--- src/design/date_time_offset_unit_top_defines.svh ---
// Assertion macros shared by the date/time offset unit RTL.
`ifndef DATE_TIME_OFFSET_UNIT_TOP_DEFINES_SVH
`define DATE_TIME_OFFSET_UNIT_TOP_DEFINES_SVH

// Same-cycle implication, disabled while in reset.
`define DTOU_ASSERT_SAME(label, clk, rstn, ante, cons, msg) \
    label: assert property (@(posedge clk) disable iff (!(rstn)) (ante) |-> (cons)) \
        else $error(msg);

// Next-cycle implication, disabled while in reset.
`define DTOU_ASSERT_NEXT(label, clk, rstn, ante, cons, msg) \
    label: assert property (@(posedge clk) disable iff (!(rstn)) (ante) |=> (cons)) \
        else $error(msg);

`endif

--- src/design/dtou_pkg.sv ---
// Types, codes, microprogram and calendar helpers of the date/time offset unit.
`default_nettype none

package dtou_pkg;

    localparam int SPAN_DAY_BITS_DEF = 16;

    // action codes
    localparam logic [1:0] ACT_LOAD = 2'd0;
    localparam logic [1:0] ACT_ADD  = 2'd1;
    localparam logic [1:0] ACT_SUB  = 2'd2;

    // month codes used by the calendar helpers
    localparam logic [3:0] MON_JAN = 4'd1;
    localparam logic [3:0] MON_FEB = 4'd2;
    localparam logic [3:0] MON_APR = 4'd4;
    localparam logic [3:0] MON_JUN = 4'd6;
    localparam logic [3:0] MON_SEP = 4'd9;
    localparam logic [3:0] MON_NOV = 4'd11;
    localparam logic [3:0] MON_DEC = 4'd12;

    // year / 100 by reciprocal: floor(y * K / 2^23), exact for 16-bit y
    localparam logic [16:0] CENT_K  = 17'd83887;
    localparam int          CENT_SH = 23;

    typedef enum logic [3:0] {
        OP_NOP,
        OP_LOAD,
        OP_ADD_S,
        OP_ADD_M,
        OP_ADD_H,
        OP_SUB_S,
        OP_SUB_M,
        OP_SUB_H,
        OP_LEAP_Q,
        OP_LEAP_F,
        OP_F_LEN,
        OP_F_STEP,
        OP_B_LEN,
        OP_B_STEP,
        OP_EMIT
    } op_t;

    typedef enum logic [1:0] {
        CND_NEXT,
        CND_GOTO,
        CND_ZERO,
        CND_WAIT
    } cond_t;

    localparam int UPC_W = 5;

    localparam logic [UPC_W-1:0] A_IDLE  = 5'd0;
    localparam logic [UPC_W-1:0] A_LOAD  = 5'd1;
    localparam logic [UPC_W-1:0] A_ADD   = 5'd2;
    localparam logic [UPC_W-1:0] A_FLOOP = 5'd5;
    localparam logic [UPC_W-1:0] A_SUB   = 5'd9;
    localparam logic [UPC_W-1:0] A_BLOOP = 5'd12;
    localparam logic [UPC_W-1:0] A_DONE  = 5'd16;

    typedef struct packed {
        op_t              op;
        cond_t            cond;
        logic [UPC_W-1:0] target;
    } uword_t;

    // sequencer inputs
    typedef struct packed {
        logic       take;
        logic [1:0] action;
        logic       n_zero;
    } seq_in_t;

    // microprogram ROM
    function automatic uword_t urom(input logic [UPC_W-1:0] a);
        uword_t w;
        w = '{op: OP_NOP, cond: CND_GOTO, target: A_IDLE};
        case (a)
            5'd0:  w = '{op: OP_NOP,    cond: CND_WAIT, target: A_IDLE};
            5'd1:  w = '{op: OP_LOAD,   cond: CND_GOTO, target: A_DONE};
            5'd2:  w = '{op: OP_ADD_S,  cond: CND_NEXT, target: A_IDLE};
            5'd3:  w = '{op: OP_ADD_M,  cond: CND_NEXT, target: A_IDLE};
            5'd4:  w = '{op: OP_ADD_H,  cond: CND_NEXT, target: A_IDLE};
            5'd5:  w = '{op: OP_LEAP_Q, cond: CND_ZERO, target: A_DONE};
            5'd6:  w = '{op: OP_LEAP_F, cond: CND_NEXT, target: A_IDLE};
            5'd7:  w = '{op: OP_F_LEN,  cond: CND_NEXT, target: A_IDLE};
            5'd8:  w = '{op: OP_F_STEP, cond: CND_GOTO, target: A_FLOOP};
            5'd9:  w = '{op: OP_SUB_S,  cond: CND_NEXT, target: A_IDLE};
            5'd10: w = '{op: OP_SUB_M,  cond: CND_NEXT, target: A_IDLE};
            5'd11: w = '{op: OP_SUB_H,  cond: CND_NEXT, target: A_IDLE};
            5'd12: w = '{op: OP_LEAP_Q, cond: CND_ZERO, target: A_DONE};
            5'd13: w = '{op: OP_LEAP_F, cond: CND_NEXT, target: A_IDLE};
            5'd14: w = '{op: OP_B_LEN,  cond: CND_NEXT, target: A_IDLE};
            5'd15: w = '{op: OP_B_STEP, cond: CND_GOTO, target: A_BLOOP};
            5'd16: w = '{op: OP_EMIT,   cond: CND_GOTO, target: A_IDLE};
            default: w = '{op: OP_NOP,  cond: CND_GOTO, target: A_IDLE};
        endcase
        return w;
    endfunction

    // days in month; months outside 1..12 count as 31
    function automatic logic [4:0] month_len(input logic [3:0] m, input logic leap);
        logic [4:0] len;
        len = 5'd31;
        case (m) inside
            MON_FEB:                          len = leap ? 5'd29 : 5'd28;
            MON_APR, MON_JUN, MON_SEP, MON_NOV: len = 5'd30;
            default:                          len = 5'd31;
        endcase
        return len;
    endfunction

endpackage

`default_nettype wire

--- src/design/date_time_offset_unit_top.sv ---
// Date/time offset unit: microcoded sequencer plus calendar datapath.
//
// Holds one date and time of day. A transaction is taken when start is high
// and busy is low; busy then stays high until the result has been shown.
// The result (the stored date and time after the step) is valid on the now_*
// ports for the single cycle in which done is high; nothing can hold it off,
// so the receiver must take it then. A load goes from accept through the load
// step to done; an unused action goes straight to done. Add and subtract step
// through the seconds, minutes and hours, then run a loop (century quotient,
// leap flag, month length, month step) that advances or retreats the date by
// up to one whole month per pass, and leave it for done once no days remain.
`default_nettype none

module date_time_offset_unit_top
    import dtou_pkg::*;
#(
    parameter int SPAN_DAY_BITS = SPAN_DAY_BITS_DEF
)
(
    input  wire logic                     clk,
    input  wire logic                     rst_n,
    input  wire logic                     start,
    output logic                          busy,
    input  wire logic [1:0]               action,
    input  wire logic [4:0]               load_hour,
    input  wire logic [5:0]               load_minute,
    input  wire logic [5:0]               load_second,
    input  wire logic [4:0]               load_day,
    input  wire logic [3:0]               load_month,
    input  wire logic [15:0]              load_year,
    input  wire logic [SPAN_DAY_BITS-1:0] span_days,
    input  wire logic [4:0]               span_hours,
    input  wire logic [5:0]               span_minutes,
    input  wire logic [5:0]               span_seconds,
    output logic                          done,
    output logic [4:0]                    now_hour,
    output logic [5:0]                    now_minute,
    output logic [5:0]                    now_second,
    output logic [4:0]                    now_day,
    output logic [3:0]                    now_month,
    output logic [15:0]                   now_year
);

`include "date_time_offset_unit_top_defines.svh"

    logic    take;
    logic    n_zero;
    op_t     op;
    seq_in_t sin;

    assign take = start && !busy;

    assign sin = '{take: take, action: action, n_zero: n_zero};

    dtou_sequencer u_seq (
        .clk   (clk),
        .rst_n (rst_n),
        .sin   (sin),
        .op    (op),
        .busy  (busy)
    );

    dtou_datapath #(
        .SPAN_DAY_BITS (SPAN_DAY_BITS)
    ) u_dp (
        .clk          (clk),
        .rst_n        (rst_n),
        .take         (take),
        .op           (op),
        .load_hour    (load_hour),
        .load_minute  (load_minute),
        .load_second  (load_second),
        .load_day     (load_day),
        .load_month   (load_month),
        .load_year    (load_year),
        .span_days    (span_days),
        .span_hours   (span_hours),
        .span_minutes (span_minutes),
        .span_seconds (span_seconds),
        .n_zero       (n_zero),
        .hour         (now_hour),
        .minute       (now_minute),
        .second       (now_second),
        .day          (now_day),
        .month        (now_month),
        .year         (now_year)
    );

    assign done = (op == OP_EMIT);

    `DTOU_ASSERT_NEXT(a_take_busy, clk, rst_n, take, busy, "accepted transaction not busy")
    `DTOU_ASSERT_SAME(a_done_busy, clk, rst_n, done, busy, "result outside a transaction")
    `DTOU_ASSERT_NEXT(a_done_idle, clk, rst_n, done, !busy && !done, "no return to idle")
    `DTOU_ASSERT_NEXT(a_idle_hold, clk, rst_n, !busy && !start,
        $stable(now_year) && $stable(now_month) && $stable(now_day) &&
        $stable(now_hour) && $stable(now_minute) && $stable(now_second),
        "stored value changed while idle")

endmodule

`default_nettype wire

--- src/design/dtou_sequencer.sv ---
// Microprogram counter, control store lookup and jump logic.
`default_nettype none

module dtou_sequencer
    import dtou_pkg::*;
(
    input  wire logic    clk,
    input  wire logic    rst_n,
    input  wire seq_in_t sin,
    output op_t          op,
    output logic         busy
);

    logic [UPC_W-1:0] upc_reg;
    logic [UPC_W-1:0] upc_next;
    logic [UPC_W-1:0] upc_inc;
    uword_t           uw;

    function automatic logic [UPC_W-1:0] dispatch(input logic [1:0] act);
        logic [UPC_W-1:0] a;
        a = A_DONE;
        unique case (act)
            ACT_LOAD: a = A_LOAD;
            ACT_ADD:  a = A_ADD;
            ACT_SUB:  a = A_SUB;
            default:  a = A_DONE;
        endcase
        return a;
    endfunction

    assign uw      = urom(upc_reg);
    assign upc_inc = UPC_W'(upc_reg + 1'b1);

    always_comb
    begin
        upc_next = upc_inc;
        unique case (uw.cond)
            CND_NEXT: upc_next = upc_inc;
            CND_GOTO: upc_next = uw.target;
            CND_ZERO: upc_next = sin.n_zero ? uw.target : upc_inc;
            CND_WAIT: upc_next = sin.take ? dispatch(sin.action) : upc_reg;
            default:  upc_next = A_IDLE;
        endcase
    end

    always_ff @(posedge clk or negedge rst_n)
    begin
        if (!rst_n)
        begin
            upc_reg <= A_IDLE;
        end
        else
        begin
            upc_reg <= upc_next;
        end
    end

    assign op   = uw.op;
    assign busy = (upc_reg != A_IDLE);

endmodule

`default_nettype wire

--- src/design/dtou_datapath.sv ---
// Date/time registers, operand latches and the per-step arithmetic.
`default_nettype none

module dtou_datapath
    import dtou_pkg::*;
#(
    parameter int SPAN_DAY_BITS = SPAN_DAY_BITS_DEF
)
(
    input  wire logic                     clk,
    input  wire logic                     rst_n,
    input  wire logic                     take,
    input  wire op_t                      op,
    input  wire logic [4:0]               load_hour,
    input  wire logic [5:0]               load_minute,
    input  wire logic [5:0]               load_second,
    input  wire logic [4:0]               load_day,
    input  wire logic [3:0]               load_month,
    input  wire logic [15:0]              load_year,
    input  wire logic [SPAN_DAY_BITS-1:0] span_days,
    input  wire logic [4:0]               span_hours,
    input  wire logic [5:0]               span_minutes,
    input  wire logic [5:0]               span_seconds,
    output logic                          n_zero,
    output logic [4:0]                    hour,
    output logic [5:0]                    minute,
    output logic [5:0]                    second,
    output logic [4:0]                    day,
    output logic [3:0]                    month,
    output logic [15:0]                   year
);

    localparam int NW = SPAN_DAY_BITS + 1;

    // stored date and time
    logic [4:0]  hour_reg,   hour_next;
    logic [5:0]  minute_reg, minute_next;
    logic [5:0]  second_reg, second_next;
    logic [4:0]  day_reg,    day_next;
    logic [3:0]  month_reg,  month_next;
    logic [15:0] year_reg,   year_next;

    // transaction operands
    logic [4:0]  ld_hour_reg;
    logic [5:0]  ld_minute_reg;
    logic [5:0]  ld_second_reg;
    logic [4:0]  ld_day_reg;
    logic [3:0]  ld_month_reg;
    logic [15:0] ld_year_reg;
    logic [4:0]  sh_reg;
    logic [5:0]  sm_reg;
    logic [5:0]  ss_reg;

    // work registers
    logic [NW-1:0] n_reg,     n_next;
    logic [1:0]    carry_reg, carry_next;
    logic [9:0]    q_reg,     q_next;
    logic          leap_reg,  leap_next;
    logic [5:0]    gap_reg,   gap_next;
    logic [4:0]    plen_reg,  plen_next;
    logic [3:0]    pmon_reg,  pmon_next;
    logic          pwrap_reg, pwrap_next;

    logic [6:0]  sum7;
    logic [7:0]  sum8;
    logic [6:0]  dif7;
    logic [5:0]  dif6;
    logic [32:0] cent_prod;
    logic [15:0] cent_x100;
    logic [4:0]  cur_len;
    logic        n_ge_gap;

    assign cent_prod = year_reg * CENT_K;
    assign cent_x100 = 16'({q_reg, 6'b0} + {1'b0, q_reg, 5'b0} + {4'b0, q_reg, 2'b0});
    assign cur_len   = month_len(month_reg, leap_reg);
    assign n_ge_gap  = (n_reg >= NW'(gap_reg));

    always_comb
    begin
        hour_next   = hour_reg;
        minute_next = minute_reg;
        second_next = second_reg;
        day_next    = day_reg;
        month_next  = month_reg;
        year_next   = year_reg;
        n_next      = n_reg;
        carry_next  = carry_reg;
        q_next      = q_reg;
        leap_next   = leap_reg;
        gap_next    = gap_reg;
        plen_next   = plen_reg;
        pmon_next   = pmon_reg;
        pwrap_next  = pwrap_reg;
        sum7        = '0;
        sum8        = '0;
        dif7        = '0;
        dif6        = '0;

        if (take)
        begin
            n_next = NW'(span_days);
        end

        unique case (op) inside
            OP_NOP, OP_EMIT:
            begin
            end
            OP_LOAD:
            begin
                hour_next   = ld_hour_reg;
                minute_next = ld_minute_reg;
                second_next = ld_second_reg;
                day_next    = ld_day_reg;
                month_next  = ld_month_reg;
                year_next   = ld_year_reg;
            end
            OP_ADD_S:
            begin
                sum7 = {1'b0, second_reg} + {1'b0, ss_reg};
                if (sum7 >= 7'd120)
                begin
                    second_next = 6'(sum7 - 7'd120);
                    carry_next  = 2'd2;
                end
                else if (sum7 >= 7'd60)
                begin
                    second_next = 6'(sum7 - 7'd60);
                    carry_next  = 2'd1;
                end
                else
                begin
                    second_next = sum7[5:0];
                    carry_next  = 2'd0;
                end
            end
            OP_ADD_M:
            begin
                sum8 = {2'b0, minute_reg} + {2'b0, sm_reg} + {6'b0, carry_reg};
                if (sum8 >= 8'd120)
                begin
                    minute_next = 6'(sum8 - 8'd120);
                    carry_next  = 2'd2;
                end
                else if (sum8 >= 8'd60)
                begin
                    minute_next = 6'(sum8 - 8'd60);
                    carry_next  = 2'd1;
                end
                else
                begin
                    minute_next = sum8[5:0];
                    carry_next  = 2'd0;
                end
            end
            OP_ADD_H:
            begin
                // hour overflow wraps mod 24 and carries a single day
                sum7 = {2'b0, hour_reg} + {2'b0, sh_reg} + {5'b0, carry_reg};
                if (sum7 >= 7'd48)
                begin
                    hour_next = 5'(sum7 - 7'd48);
                    n_next    = NW'(n_reg + 1'b1);
                end
                else if (sum7 >= 7'd24)
                begin
                    hour_next = 5'(sum7 - 7'd24);
                    n_next    = NW'(n_reg + 1'b1);
                end
                else
                begin
                    hour_next = sum7[4:0];
                end
            end
            OP_SUB_S:
            begin
                dif7 = {1'b0, second_reg} - {1'b0, ss_reg};
                if (dif7[6])
                begin
                    second_next = 6'(dif7 + 7'd60);
                    carry_next  = 2'd1;
                end
                else
                begin
                    second_next = dif7[5:0];
                    carry_next  = 2'd0;
                end
            end
            OP_SUB_M:
            begin
                dif7 = {1'b0, minute_reg} - {1'b0, sm_reg} - {6'b0, carry_reg[0]};
                if (dif7[6])
                begin
                    minute_next = 6'(dif7 + 7'd60);
                    carry_next  = 2'd1;
                end
                else
                begin
                    minute_next = dif7[5:0];
                    carry_next  = 2'd0;
                end
            end
            OP_SUB_H:
            begin
                dif6 = {1'b0, hour_reg} - {1'b0, sh_reg} - {5'b0, carry_reg[0]};
                if (dif6[5])
                begin
                    hour_next = 5'(dif6 + 6'd24);
                    n_next    = NW'(n_reg + 1'b1);
                end
                else
                begin
                    hour_next = dif6[4:0];
                end
            end
            OP_LEAP_Q:
            begin
                q_next = cent_prod[CENT_SH +: 10];
            end
            OP_LEAP_F:
            begin
                leap_next = (year_reg[1:0] == 2'b00) &&
                            ((cent_x100 != year_reg) || (q_reg[1:0] == 2'b00));
            end
            OP_F_LEN:
            begin
                // days to consume before rolling into the next month
                if (day_reg > cur_len)
                begin
                    gap_next = 6'd1;
                end
                else
                begin
                    gap_next = 6'({1'b0, cur_len} - {1'b0, day_reg} + 6'd1);
                end
            end
            OP_F_STEP:
            begin
                if (n_ge_gap)
                begin
                    n_next   = NW'(n_reg - NW'(gap_reg));
                    day_next = 5'd1;
                    if (month_reg >= MON_DEC)
                    begin
                        month_next = MON_JAN;
                        year_next  = 16'(year_reg + 1'b1);
                    end
                    else
                    begin
                        month_next = 4'(month_reg + 1'b1);
                    end
                end
                else
                begin
                    day_next = 5'(day_reg + n_reg[4:0]);
                    n_next   = '0;
                end
            end
            OP_B_LEN:
            begin
                if (month_reg <= MON_JAN)
                begin
                    pmon_next  = MON_DEC;
                    pwrap_next = 1'b1;
                end
                else
                begin
                    pmon_next  = 4'(month_reg - 1'b1);
                    pwrap_next = 1'b0;
                end
                plen_next = month_len(pmon_next, leap_reg);
                gap_next  = (day_reg == 5'd0) ? 6'd1 : {1'b0, day_reg};
            end
            OP_B_STEP:
            begin
                if (n_ge_gap)
                begin
                    n_next     = NW'(n_reg - NW'(gap_reg));
                    month_next = pmon_reg;
                    year_next  = 16'(year_reg - {15'b0, pwrap_reg});
                    // day zero lands one short of the previous month's end
                    day_next   = (day_reg == 5'd0) ? 5'(plen_reg - 1'b1) : plen_reg;
                end
                else
                begin
                    day_next = 5'(day_reg - n_reg[4:0]);
                    n_next   = '0;
                end
            end
            default:
            begin
            end
        endcase
    end

    always_ff @(posedge clk or negedge rst_n)
    begin
        if (!rst_n)
        begin
            hour_reg   <= 5'd0;
            minute_reg <= 6'd0;
            second_reg <= 6'd0;
            day_reg    <= 5'd1;
            month_reg  <= 4'd1;
            year_reg   <= 16'd0;
        end
        else
        begin
            hour_reg   <= hour_next;
            minute_reg <= minute_next;
            second_reg <= second_next;
            day_reg    <= day_next;
            month_reg  <= month_next;
            year_reg   <= year_next;
        end
    end

    always_ff @(posedge clk)
    begin
        if (take)
        begin
            ld_hour_reg   <= load_hour;
            ld_minute_reg <= load_minute;
            ld_second_reg <= load_second;
            ld_day_reg    <= load_day;
            ld_month_reg  <= load_month;
            ld_year_reg   <= load_year;
            sh_reg        <= span_hours;
            sm_reg        <= span_minutes;
            ss_reg        <= span_seconds;
        end
        n_reg     <= n_next;
        carry_reg <= carry_next;
        q_reg     <= q_next;
        leap_reg  <= leap_next;
        gap_reg   <= gap_next;
        plen_reg  <= plen_next;
        pmon_reg  <= pmon_next;
        pwrap_reg <= pwrap_next;
    end

    assign n_zero = (n_reg == '0);
    assign hour   = hour_reg;
    assign minute = minute_reg;
    assign second = second_reg;
    assign day    = day_reg;
    assign month  = month_reg;
    assign year   = year_reg;

endmodule

`default_nettype wire
--- config.mk ---
export PLATFORM = sky130hd
export DESIGN_NAME = date_time_offset_unit_top
export DESIGN_NICKNAME = d
export VERILOG_FILES = /design/src/design/dtou_pkg.sv /design/src/design/date_time_offset_unit_top.sv /design/src/design/dtou_sequencer.sv /design/src/design/dtou_datapath.sv
export VERILOG_INCLUDE_DIRS = /design/src /design/src/design
export SDC_FILE = /design/constraint.sdc
export NUM_CORES = 1
export LEC_CHECK = 0
export ABC_CLOCK_PERIOD_IN_PS = 5700
export BUFFER_PORTS_ARGS = -buffer_cell sky130_fd_sc_hd__clkbuf_2
export CORE_MARGIN = 2
export CORE_UTILIZATION = 50
export DETAILED_ROUTE_END_ITERATION = 8
export GPL_ROUTABILITY_DRIVEN = 0
export HOLD_SLACK_MARGIN = 0.03
export PLACE_DENSITY = 0.82
export SLEW_MARGIN = 0
export SYNTH_ARGS = -nofsm -noshare
export SYNTH_HDL_FRONTEND = slang
export SYNTH_HIERARCHICAL = 1
export SYNTH_SLANG_ARGS = --single-unit
--- constraint.sdc ---
create_clock -name clk -period 5.7 [get_ports clk]
set_clock_uncertainty 0.2 [all_clocks]
set_input_delay 1.14 -clock clk [delete_from_list [all_inputs] [get_ports clk]]
set_output_delay 1.14 -clock clk [all_outputs]
set_load 0.1 [all_outputs]
==> metrics.yaml <==
timing:
  finalSetupTns_ns: -2.13
  fmaxAchievable_ghz: 0.162
  rsz0062_at_grt: "true"
  setup_ws_ns: -0.488
  finalSetupViolations: 8
  post-route-period-util_pct: 109
  slew_violations: 0
  hold_viol: 0
  worst_pin_slew_ns: 1.07
  slew_headroom_pct: 27.7
  period_minus_slack_ns: 6.19
critical_path:
  timing.rr.end: "u_dp/q_reg[9]$_DFFE_PN_"
  ff2ff_path_depth: 17
  worstReg2RegStart: "u_dp/year[12]$_DFFE_PN0P_"
  critPathArrivalTime_ns: 6.18
  critPathKind: "flop to flop"
  cpLargestDelayFamily: "adder cells"
  cpMaxStageDelayCell: "fa_1"
  path_cells: "fa_2 -> fa_1 -> inv_1 -> fa_1 -> inv_1 -> fa_1 -> fa_1 -> fa_1 -> ha_4 -> o21a_1 -> o211a_1 -> a221oi_4 -> nor3b_4 -> a211oi_2 -> or4_4 -> a31oi_2 -> xnor2_1"
  crit_path_start_kind: "flop"
  critPathRequiredTime_ns: 5.69
  cp_max_fo: 4
  rrSetupSlack_ns: -0.49
  critPathMostFrequentCell: "fa_1"
  critPathBufInv: 2
  slowest_delay_ns: 0.56
  setup.worst_path.end_class: "flop"
logic_synthesis:
  syn_area_per_cell_um2: 9.45
  yosysWarnings: 6
  synth_nets: 2195
  yosys-top-cells-area: "ha_1 19%, edfxtp_1 16%, fa_1 15%"
  syn_area_um2: 16500
  synth_edf_count: 85
  yosysSeqAreaShare_pct: 24.7
  yosys.area.top_type_share_pct: 19.3
  ys_ff_latch: 149
  synthFlopType: "edfxtp_1"
  ys_types: 94
  async_reset_ff_share_pct: 31.5
  syn_inst: 1740
  synth_largest_area_cell: "ha_1"
hold_path:
  hold_class: "flop to flop"
  worstHoldPathCells: 1
  min_from: "u_dp/n_reg[16]$_DFF_P_"
  holdPathEnd: "u_dp/n_reg[16]$_DFF_P_"
finish:
  fin_util_pct: 59.0
  final_cell_mix: "266 x inv_1, 246 x ha_1, 123 x clkbuf_2"
  final_layout_size_suffix_gt1_share_pct: 18.2
  areaGrowthSynthToFinish_pct: 16.5
  diodes: 0
  nNetsFinal: 2395
  nFillCells: 2575
  instances_no_fill: 2395
  largest_reg_flops: 17
  final_common_cell: "inv_1"
die:
  core_um2: 32500
  die_area_um2: 34400
  die_y_um: 185
  die_w_um: 185
  io_pins: 124
  initial_core_util_pct: 50.7
  fp-row-count: 66
clock_tree:
  cts_sinks: 149
  hold_buffers: 0
  cts_made_buffers: 17
  tritoncts: "built"
  cts-root-buf: "clkbuf_16"
  clockBufferDepth: 2
  clk_pin_slew_ns: 0.07
  htreeDepth: 4
  clk_latency_ns: 0.44
global_route:
  grt_max_degree: 48
  grt_pass1_vias: 14100
  grt_first_pass_wirelength_um: 70100
  grt_usage_pct: 26.0
  antenna_found_initial: 1
  grt_overflow: 0
route:
  dr_total_vias: 13900
  ant_nets: 0
  drt_iter0_markers: 1199
  post-route-drc-count: 0
  via_per_inst: 5.79
  wl_per_cell_um: 18.4
  routed_wl_um: 44000
  dr.pass1.iters: 5
run:
  maxCapViolCount: 0
run_status:
  outcome: "finished with violations"
  violations: "negative setup slack"
placed_design:
  dp_hpwl_um: 34800
  dp_slack_ns: -0.530
  io_buffers: 123
  dp.cells: 2354
cells by family (layout without fill, tap and decap cells):
logic type | after synthesis | in the layout | synth area share, %
flops | 149 | 149 | 24.7
mux | 18 | 18 | 1.13
compound gates | 402 | 402 | 16.2
xor+xnor | 97 | 97 | 5.16
fa+ha+maj | 375 | 375 | 34.0
buf+inv | 316 | 529 | 7.42
simple gates | 383 | 383 | 11.3
layer usage:
layer  vias up  wire (um)  GRT usage, %
met3        96       3400          5.19
li1       6450          -             -
met4         0       1420          10.7
met2       607      21800          45.1
met5         -          0             0
met1      6715      17400          31.4
cells in the mapped netlist, drive strengths merged, types with 20 or more instances:
cell / n
xor2: 34
a211oi: 21
ha: 254
dfrtp: 45
a21o: 26
fa: 121
clkbuf: 29
nand2b: 20
a21oi: 105
nor3: 32
inv: 272
xnor2: 63
nor2: 106
edfxtp: 85
nand3: 27
nand2: 106
o21ai: 89
area by class of cell:
type,count,area [um2],area share [%]
clock inverter,15,209,1.09
inverter,273,1020,5.35
sequential,149,4120,21.5
tap,442,553,2.89
multi-input combinational,1275,11400,59.7
timing repair buffer,224,1390,7.27
clock buffer,17,425,2.22
worst max path at each step:
stage	startpoint	to	slack [ns]	cells past startpoint
3_3_place_gp	u_dp/year[11]$_DFFE_PN0P_	u_dp/q_reg[9]$_DFFE_PN_	-0.40	17
6_report	u_dp/year[12]$_DFFE_PN0P_	u_dp/q_reg[9]$_DFFE_PN_	-0.49	17
5_1_grt	u_dp/year[13]$_DFFE_PN0P_	u_dp/q_reg[9]$_DFFE_PN_	-0.67	19
3_5_place_dp	u_dp/year[11]$_DFFE_PN0P_	u_dp/q_reg[9]$_DFFE_PN_	-0.53	17
2_1_floorplan	u_dp/year[5]$_DFFE_PN0P_	u_dp/q_reg[9]$_DFFE_PN_	-0.34	19
4_1_cts	u_dp/year[14]$_DFFE_PN0P_	u_dp/q_reg[9]$_DFFE_PN_	-0.41	19
stage by stage:
stage,instance area (um2),hold WS [ns]
6_report,19200,0.273
5_1_grt,19200,0.289
2_1_floorplan,16600,0.230
3_3_place_gp,18200,0.244
3_5_place_dp,18200,0.253
4_1_cts,19100,0.268
timing repair:
item | in CTS | in global routing
pin swaps | 21 | 13
endpoints found under the setup margin | 10 | 10
setup buffers | 8 | 4
resized for setup | 24 | 14
Power is not shown: default switching activity piles up to over one toggle a cycle in this logic, so the estimate is an artifact.
